$ cat src/rtl/csvs_pkg.sv
package csvs_pkg;

  localparam int FRAME_W = 6;
  localparam int MASK_W  = 64;
  localparam int COUNT_W = 7;

  localparam logic [1:0] OP_ACCESS = 2'd0;
  localparam logic [1:0] OP_SELECT = 2'd1;
  localparam logic [1:0] OP_CLEAR  = 2'd2;
  localparam logic [1:0] OP_NOP    = 2'd3;

  localparam logic [COUNT_W-1:0] FRAMES_RESET = 7'd64;

  typedef struct packed {
    logic [1:0]         operation;
    logic [FRAME_W-1:0] frame_index;
    logic [MASK_W-1:0]  eligible_mask;
  } cmd_t;

  typedef struct packed {
    logic               victim_found;
    logic [FRAME_W-1:0] victim_frame;
  } result_t;

endpackage

$ cat src/rtl/clock_second_chance_victim_select_unit.sv
// Channel   Handshake                 Payload             Width
// -------   ------------------------  ------------------  -----
// command   start & !busy accepts     cmd      (cmd_t)    72
// result    result_valid, one cycle   result   (result_t) 7
// config    cfg_write                 cfg_wdata           7
//
// Access and clear finish at the accepting edge; busy stays low and no beat
// comes out. Select scans one frame per cycle through the reference bit
// vector, from the hand, over at most n frames (n = frames in use); the result
// beat shows in the cycle after the last scan step, and a new command may be
// accepted in that same cycle. Reset (rst, synchronous) clears all reference
// bits and the hand and sets frames in use to 64. The receiver cannot stall
// the result beat.
module clock_second_chance_victim_select_unit
  import csvs_pkg::*;
#(
  parameter int MAX_FRAMES = 64
) (
  input  logic               clk,
  input  logic               rst,
  input  logic               start,
  output logic               busy,
  input  cmd_t               cmd,
  output logic               result_valid,
  output result_t            result,
  input  logic               cfg_write,
  input  logic [COUNT_W-1:0] cfg_wdata
);

  localparam int IW = (MAX_FRAMES > 1) ? $clog2(MAX_FRAMES) : 1;
  localparam int CW = $clog2(MAX_FRAMES + 1);

  localparam logic S_IDLE = 1'b0;
  localparam logic S_SCAN = 1'b1;

  logic                  state;
  logic [COUNT_W-1:0]    frames_in_use;
  logic [MAX_FRAMES-1:0] ref_bits;
  logic [IW-1:0]         hand;
  logic [IW-1:0]         cur;
  logic [CW-1:0]         count;
  logic [MAX_FRAMES-1:0] mask;
  logic                  first_found;
  logic [IW-1:0]         first_idx;

  logic [CW-1:0]         n_frames;
  logic [IW-1:0]         scan_start;
  logic                  accept;
  logic                  elig;
  logic                  hit_clear;
  logic                  hit_set;
  logic                  last_step;
  logic                  done;
  logic                  found;
  logic [IW-1:0]         victim;

  // Step an index forward, wrapping at the frames in use.
  function automatic logic [IW-1:0] wrap_next(input logic [IW-1:0] v,
                                               input logic [CW-1:0] lim);
    logic [CW-1:0] sum;
    sum = CW'(v) + CW'(1);
    return (sum < lim) ? IW'(sum) : '0;
  endfunction

  // Clamp the register to 1..MAX_FRAMES.
  always_comb begin
    if (frames_in_use == '0) begin
      n_frames = CW'(1);
    end else if (frames_in_use > COUNT_W'(MAX_FRAMES)) begin
      n_frames = CW'(MAX_FRAMES);
    end else begin
      n_frames = CW'(frames_in_use);
    end
  end

  // A hand left beyond a shrunken pool restarts at frame 0.
  assign scan_start = (CW'(hand) < n_frames) ? hand : '0;

  assign busy   = (state == S_SCAN);
  assign accept = start && !busy;

  // Scan step: look at the one frame under the cursor.
  assign elig      = mask[cur];
  assign hit_clear = elig && !ref_bits[cur];
  assign hit_set   = elig && ref_bits[cur];
  assign last_step = ((count + CW'(1)) == n_frames);

  always_comb begin
    done   = 1'b0;
    found  = 1'b0;
    victim = cur;
    if (state == S_SCAN) begin
      if (hit_clear) begin
        // Eligible with a clear bit: this is the victim.
        done  = 1'b1;
        found = 1'b1;
      end else if (last_step) begin
        // Every eligible frame got its second chance; take the first one.
        done = 1'b1;
        if (first_found) begin
          found  = 1'b1;
          victim = first_idx;
        end else if (hit_set) begin
          found = 1'b1;
        end
      end
    end
  end

  always_ff @(posedge clk) begin
    if (rst) begin
      frames_in_use <= FRAMES_RESET;
    end else if (cfg_write) begin
      frames_in_use <= cfg_wdata;
    end
  end

  // Control: sequencer, hand and reference bits.
  always_ff @(posedge clk) begin
    if (rst) begin
      state        <= S_IDLE;
      hand         <= '0;
      ref_bits     <= '0;
      result_valid <= 1'b0;
    end else begin
      result_valid <= 1'b0;
      case (state)
        S_IDLE: begin
          if (accept) begin
            case (cmd.operation)
              OP_ACCESS: begin
                if ({1'b0, cmd.frame_index} < COUNT_W'(n_frames)) begin
                  ref_bits[cmd.frame_index[IW-1:0]] <= 1'b1;
                end
              end
              OP_SELECT: begin
                state <= S_SCAN;
              end
              OP_CLEAR: begin
                ref_bits <= '0;
                hand     <= '0;
              end
              default: begin
                // no-op code: drop it
              end
            endcase
          end
        end
        S_SCAN: begin
          if (hit_set) begin
            ref_bits[cur] <= 1'b0;
          end
          if (done) begin
            state        <= S_IDLE;
            result_valid <= 1'b1;
            if (found) begin
              hand <= wrap_next(victim, n_frames);
            end
          end
        end
        default: begin
          state <= S_IDLE;
        end
      endcase
    end
  end

  // Datapath: cursor, step count, captured mask, first eligible frame.
  always_ff @(posedge clk) begin
    if (state == S_IDLE) begin
      cur         <= scan_start;
      count       <= '0;
      first_found <= 1'b0;
      mask        <= cmd.eligible_mask[MAX_FRAMES-1:0];
    end else begin
      cur   <= wrap_next(cur, n_frames);
      count <= count + CW'(1);
      if (hit_set && !first_found) begin
        first_found <= 1'b1;
        first_idx   <= cur;
      end
    end
  end

  // Hold the result beat; zero frame when nothing was eligible.
  always_ff @(posedge clk) begin
    if (done) begin
      result.victim_found <= found;
      result.victim_frame <= found ? FRAME_W'(victim) : '0;
    end
  end

endmodule

$ cat config.mk
export PLATFORM = sky130hd
export DESIGN_NAME = clock_second_chance_victim_select_unit
export DESIGN_NICKNAME = d
export VERILOG_FILES = /design/src/rtl/csvs_pkg.sv /design/src/rtl/clock_second_chance_victim_select_unit.sv
export SDC_FILE = /design/constraint.sdc
export NUM_CORES = 1
export LEC_CHECK = 0
export BUFFER_PORTS_ARGS = -buffer_cell sky130_fd_sc_hd__clkbuf_2
export CAP_MARGIN = 20
export CORE_ASPECT_RATIO = 2
export CORE_MARGIN = 8
export CORE_UTILIZATION = 50
export CTS_CLUSTER_SIZE = 28
export DETAILED_ROUTE_END_ITERATION = 8
export MAX_ROUTING_LAYER = met4
export PLACE_DENSITY = 0.69
export SYNTH_ARGS = -nofsm -noshare
export SYNTH_HDL_FRONTEND = slang
export SYNTH_SLANG_ARGS = --single-unit
$ cat constraint.sdc
create_clock -name clk -period 7.15 [get_ports clk]
set_input_delay 0.715 -clock clk [delete_from_list [all_inputs] [get_ports clk]]
set_output_delay 0.715 -clock clk [all_outputs]
set_load 0.05 [all_outputs]
### After elaboration in Yosys (flattened, before gate mapping)

Cells that the tools add are included.

* $lt $le $gt $ge: 9
* div/mod/pow operators: 0
* shift-type cells: 0
* add/subtract/negate cells: 3
* eq/ne operators: 10
* bitwise operators: 4
* multiplexer cells: 41
* reduce and logical (&&, ||, !) cells: 15
* multipliers: 0

Operator list (number)
* one-hot mux 64 bit (2 select lines): 2
* 2-to-1 mux 64 bit: 3
* 2-to-1 mux 6 bit: 12
* AND 64 bit: 1
* NOT 64 bit: 1
* bitwise OR 64 bit: 1
* 2-to-1 mux 1 bit: 16
* adder 6 x 1 -> 7 bit (second input constant): 2
* < comparator 6 x 7 -> 1 bit: 2
* < comparator 6 x 7 -> 1 bit (second input constant): 2
* < comparator 7 bit: 2
* 2-to-1 mux 7 bit: 2
* binary-select mux 1 bit (select 6 bit): 2
* demux 1 bit (select 6 bit): 2
* greater-or-equal comparator 6 x 1 -> 1 bit (second input constant): 2
* one-hot mux 6 bit (2 select lines): 1
* != test 2 x 1 -> 1 bit (second input constant): 4
* AND reduction 4 bit: 2
* adder 7 x 1 -> 7 bit (second input constant): 1
* == test 7 bit: 1
* greater-than comparator 7 bit (second input constant): 1
* zero test 7 bit: 1
* logical AND 1 bit: 6
* zero test 1 bit: 3
* 10 further kinds: 10

* RAM bits: 0
* memories: 0
* ROM bits: 0
* latch bits: 0
* input port bits: 83
* logic and storage cells: 94
* register bits after elaboration: 170

### Depth between registers and ports, before layout

* depth after elaboration: 13
* depth in mapped cells: 26
* depth with buffers taken out: 22

### Worst setup path before layout

No wires, ideal clock.

* kind: register to register
* start point: register cur[0]
* end point: register hand[0]
* path slack: 1.772 ns
* period minus slack after synthesis: 5.378 ns
* path buffers: 4
* cell stages (with the launch flop): 25
* data arrival time: 5.286 ns
* data required time: 7.058 ns
* cell sequence: dfxtp_1 -> buf_6 -> buf_6 -> buf_6 -> mux2_4 -> a221o_1 -> a22oi_1 -> o22ai_1 -> or4_4 -> a311oi_4 -> buf_2 -> nand2_1 -> o21ai_0 -> ha_1 -> nand3_1 -> xor2_1 -> mux2i_1 -> ha_1 -> a21o_1 -> a21o_1 -> a211oi_1 -> nand3_1 -> mux2_2 -> a21o_1 -> o32ai_1

* longest elaborated chain between the ends: 12
* elaborated cells on any way between the ends: 27
* those cells by class: add/sub: 1; order compare: 1; eq/ne: 2; mux: 19; reduce/logical: 4

RTL lines
* start, declared: line clock_second_chance_victim_select_unit.sv:40 `logic [IW-1:0] cur;`
* start signal, assigned: line clock_second_chance_victim_select_unit.sv:171 `cur <= scan_start;`
* start signal, assigned: line clock_second_chance_victim_select_unit.sv:176 `cur <= wrap_next(cur, n_frames);`
* binary-select mux 1 bit (select 6 bit): line clock_second_chance_victim_select_unit.sv:84 `assign hit_clear = elig && !ref_bits[cur];`
* 2-to-1 mux 1 bit (implied by the code): line clock_second_chance_victim_select_unit.sv:84
* zero test 1 bit: line clock_second_chance_victim_select_unit.sv:84
* logical AND 1 bit (*): line clock_second_chance_victim_select_unit.sv:84
* 2-to-1 mux 6 bit (*): line clock_second_chance_victim_select_unit.sv:93 `if (hit_clear) begin`
* 2-to-1 mux 6 bit (*): line clock_second_chance_victim_select_unit.sv:92 `if (state == S_SCAN) begin`
* via victim[1]: line clock_second_chance_victim_select_unit.sv:55 `logic [IW-1:0] victim;`
* adder 6 x 1 -> 7 bit (*): line clock_second_chance_victim_select_unit.sv:61 `sum = CW'(v) + CW'(1);`
* < comparator 7 bit (*): line clock_second_chance_victim_select_unit.sv:62 `return (sum < lim) ? IW'(sum) : '0;`
* 2-to-1 mux 6 bit (*): line clock_second_chance_victim_select_unit.sv:62
* 2-to-1 mux 6 bit (*): line clock_second_chance_victim_select_unit.sv:156 `if (found) begin`
* 2-to-1 mux 6 bit (*): line clock_second_chance_victim_select_unit.sv:153 `if (done) begin`
* one-hot mux 6 bit (2 select lines) (*): line clock_second_chance_victim_select_unit.sv:127 `case (state)`
* end signal, assigned: line clock_second_chance_victim_select_unit.sv:157 `hand <= wrap_next(victim, n_frames);`
* end, declared: line clock_second_chance_victim_select_unit.sv:39 `logic [IW-1:0] hand;`

Mark *: on every way through the listed nets, which the timed path passes. The rest lies on a longest branch. The select of a mux whose other input is x is not followed.
A chain may end at the register's enable or synchronous reset.

### Worst setup path in the final report

* start point: register cur[0]
* end point: register hand[0]

* longest elaborated chain between the ends: 12
* elaborated cells on any way between the ends: 27
* those cells by class: add/sub: 1; order compare: 1; eq/ne: 2; mux: 19; reduce/logical: 4

RTL lines (line)
* binary-select mux 1 bit (select 6 bit): clock_second_chance_victim_select_unit.sv:84, clock_second_chance_victim_select_unit.sv:85
* 2-to-1 mux 1 bit (implied by the code): clock_second_chance_victim_select_unit.sv:84, clock_second_chance_victim_select_unit.sv:85
* zero test 1 bit: clock_second_chance_victim_select_unit.sv:84
* logical AND 1 bit: clock_second_chance_victim_select_unit.sv:84
* 2-to-1 mux 6 bit: clock_second_chance_victim_select_unit.sv:93
* 2-to-1 mux 6 bit: clock_second_chance_victim_select_unit.sv:92
* adder 6 x 1 -> 7 bit: clock_second_chance_victim_select_unit.sv:61
* < comparator 7 bit: clock_second_chance_victim_select_unit.sv:62
* 2-to-1 mux 6 bit: clock_second_chance_victim_select_unit.sv:62
* 2-to-1 mux 6 bit: clock_second_chance_victim_select_unit.sv:156
* 2-to-1 mux 6 bit: clock_second_chance_victim_select_unit.sv:153
* one-hot mux 6 bit (2 select lines): clock_second_chance_victim_select_unit.sv:127

Several ways; a longest one is shown, not always the timed one. The select of a mux whose other input is x is not followed.

==> metrics.md <==
| Metric | Value |
|---|---|
| Vias/cell | `6.75` |
| Port Buffers | `91` |
| CTS sink count | `170` |
| Setup_tns | `0 ps` |
| Die footprint | `22500 sq um` |
| Crit share post-route | `86.1%` |
| Initial antenna violation count | `1` |
| Clk pwr share | `43.2%` |
| Static Leakage | `3.45 nW` |
| Slew @ Worst Pin | `1130 ps` |
| First-pass GRT wire length | `41700 um` |
| GPL Wtd Cong | `0.922` |
| Combinational share of power | `7.5%` |
| Share of layout cells above drive strength 1 | `19.1%` |
| Unrepaired setup endpoints after global routing | `no` |
| Rel. slew slack | `24.6%` |
| Clock Skews | `11.6 ps` |
| Async S/R FF share, synth | `0%` |
| Largest net degree at the start of global routing | `80` |
| Pwr Density | `216 nW/um^2` |
| Pre-antenna DRT Iters | `5` |
| Ranking of synthesized cells by area | `edfxtp_1, dfxtp_1, o211ai_1` |
| Min Tclk post-route | `6160 ps` |
| Psw | `530 uW` |
| Via count of the first global-routing pass | `7671` |
| DRT antenna net count | `0` |
| Worst path required time | `7490 ps` |
| Buf+Inv Stages, Crit Path | `2` |
| Synth Cell Area | `8840 sq um` |
| Hold Buf Count CTS | `0` |
| Total gr overflow | `0` |
| Power Total | `2.16 mW` |
| Mapped Cells | `855` |
| CP max stage delay | `810 ps` |
| Cell mode on critical path | `a21o_1` |
| FMAX | `0.162 GHz` |
| Synth Net Count | `963` |
| Area Growth Syn to Fin | `12.9%` |
| CTS tree | `yes` |
| Commonest non-fill, non-tap cell in the layout | `clkbuf_2` |
| Vias | `7672` |
| Final setup viols | `0` |
| Total Wirelength | `26800 um` |
| Worst EP arrival | `6500 ps` |
| Hold Startpoint | `cmd[23]` |
| Main synth FF type | `dfxtp_1` |
| Worst Path Max Fanout | `31` |
| Final hold violation count | `0` |
| Net Sw Frac | `24.6%` |
| Avg Cell Area, Syn | `10.3 sq um` |
| Final std cell area, no fill | `9980 sq um` |
| Share of the synthesized area in the top cell type | `26.2%` |
| H-tree depth | `4` |
| DR WL/cell | `23.6 um` |
| Root Driver | `clkbuf_16` |
| Core Rows | `69` |
| Fin. max-slew vios | `0` |
| Clk_lat worst skew | `440 ps` |
| Initial Util | `50.4%` |
| Critical-path cell list | `clkinv_1 -> a32o_1 -> nor3_1 -> o22ai_1 -> or4_4 -> a311oi_4 -> buf_4 -> nand2_1 -> o21ai_0 -> ha_1 -> nand3_1 -> xor2_1 -> mux2i_1 -> ha_1 -> a21o_1 -> a21o_1 -> a211oi_1 -> nand3_1 -> mux2_2 -> a21o_1 -> o32ai_1` |
| Hold WC Path Type | `input pin to register` |
| Kind of critical path | `register to register` |
| Core ar. | `17500 sq um` |
| GRT Util Overall | `24.9%` |
| Status | `completed` |
| Yosys warnings | `0` |
| Chip width | `110 um` |
| Worst Setup Start Kind | `register` |
| Die H | `204 um` |
| I/O pins | `92` |
| Synth area leader | `edfxtp_1` |
| Initial DRC count | `725` |
| Yosys cell types | `68` |
| Seq pwr share | `49.3%` |
| Hold Crit Depth | `1` |
| Cell-internal power | `1.63 mW` |
| Post-Place Cell Area | `9370 sq um` |
| MaxCap Viol Count | `0` |
| Synth Register Bits | `170` |
| Number of flops mapped to enable cells by yosys | `77` |
| Top delay family on crit path | `compound AO/OA/AOI/OAI gates` |
| Clk buf depth | `2` |
| Resized cells post-CTS | `0` |
| Nets@finish | `1017` |
| Peak supply drop | `0.155 mV` |
| Worst-path clk slew | `70 ps` |
| Hold WS | `450 ps` |
| Setup crit end kind | `register` |
| Register area share after synthesis | `47.2%` |
| Worst r2r path cells | `21` |
| Slowest cell on crit path | `dfxtp_2` |
| DR DRC count | `0` |
| Critical path depth | `21` |
| Setup Buffers After CTS | `0` |
| Hpwl dp | `17800 um` |
| Reg2reg start | `cur[0]` |
| Most frequent cells in the layout | `clkbuf_2, dfxtp_1, edfxtp_1, o211ai_1, a211oi_1` |
| Worst setup startpoint | `cur[0]` |
| CTS Buf Count | `17` |
==> registers in the layout (all words and copies together) (netlist names) <==
name	cells
mask	64
ref_bits	64
count	7
frames_in_use	7
result	7
cur	6
first_idx	6
hand	6
busy	1
first_found	1
result_valid	1
==> cell families (layout without fill, tap and decap cells) <==
| group | after synthesis | in the layout | synth area share (%) |
|---|---|---|---|
| compound gates | 311 | 311 | 25.6 |
| xor+xnor | 16 | 16 | 1.75 |
| fa+ha+maj | 25 | 25 | 3.54 |
| buf+inv | 89 | 156 | 4.37 |
| flops | 170 | 170 | 47.2 |
| mux | 48 | 48 | 6.16 |
| other cells | 0 | 1 | 0 |
| simple gates | 196 | 196 | 11.3 |
==> final timing paths <==
kind | end | slack [ps]
worst max-delay path | hand[0] | 990
worst min-delay path | mask[23] | 450
worst max register to register | hand[0] | 990
worst min register to register | cur[0] | 510
==> worst reg2reg max path, cell delays in order (launching register included) <==
cell and delay [ps]:
dfxtp_2 810, clkinv_1 630, a32o_1 390, nor3_1 200, o22ai_1 120, or4_4 580, a311oi_4 220, buf_4 250
nand2_1 70, o21ai_0 110, ha_1 290, nand3_1 110, xor2_1 180, mux2i_1 210, ha_1 280, a21o_1 160
a21o_1 170, a211oi_1 360, nand3_1 120, mux2_2 290, a21o_1 250, o32ai_1 270
==> synthesized netlist by cell type, types with 8 or more instances <==
cell      count
dfxtp_1      93
edfxtp_1     77
o211ai_1     63
a211oi_1     59
nand2_1      55
a31oi_1      52
clkbuf_1     52
nor2_1       48
mux2i_1      36
ha_1         25
a21oi_1      23
nand3_1      22
o21ai_0      20
inv_1        15
o22ai_1      14
a22oi_1      10
and3_1        9
buf_2         9
and2_1        8
nor3b_1       8
o221a_2       8
xnor2_1       8
==> layout make-up <==
type                    instances  area, sq um
flip-flops and latches        170         4180
well taps                     213          267
fillers                      1500         7540
clock inverters                14          161
inverters                      18         67.6
diodes                          1         2.50
repair buffers                106          569
multi-input cells             596         4310
clock buffers                  18          429
==> metrics by stage <==
stage                     instances  util, %  setup slack [ps]
after floorplan                 855        -              1770
after global placement         1101     53.5              1230
after detailed placement       1101     53.5              1040
after CTS                      1133     56.8              1010
after global routing           1136     57.0               588
final                          1136     57.0               991
==> routing by layer <==
layer | track usage (%) | up-vias | wire length, um
met5 | - | - | 0
met4 | 18.2 | 0 | 1660
met3 | 3.66 | 101 | 1930
met2 | 36.7 | 450 | 12800
met1 | 30.0 | 3649 | 10400
li1 | - | 3472 | -
==> power groups by stage <==
stage / clock network [mW] / logic [mW] / registers, mW
floorplan: 0 / 0.0987 / 1.08
global placement: 0 / 0.154 / 1.09
detailed placement: 0 / 0.157 / 1.09
CTS: 0.941 / 0.159 / 1.06
global route: 0.978 / 0.173 / 1.07
finish: 0.933 / 0.162 / 1.06
Note: power is estimated with default switching activity, not from simulation.
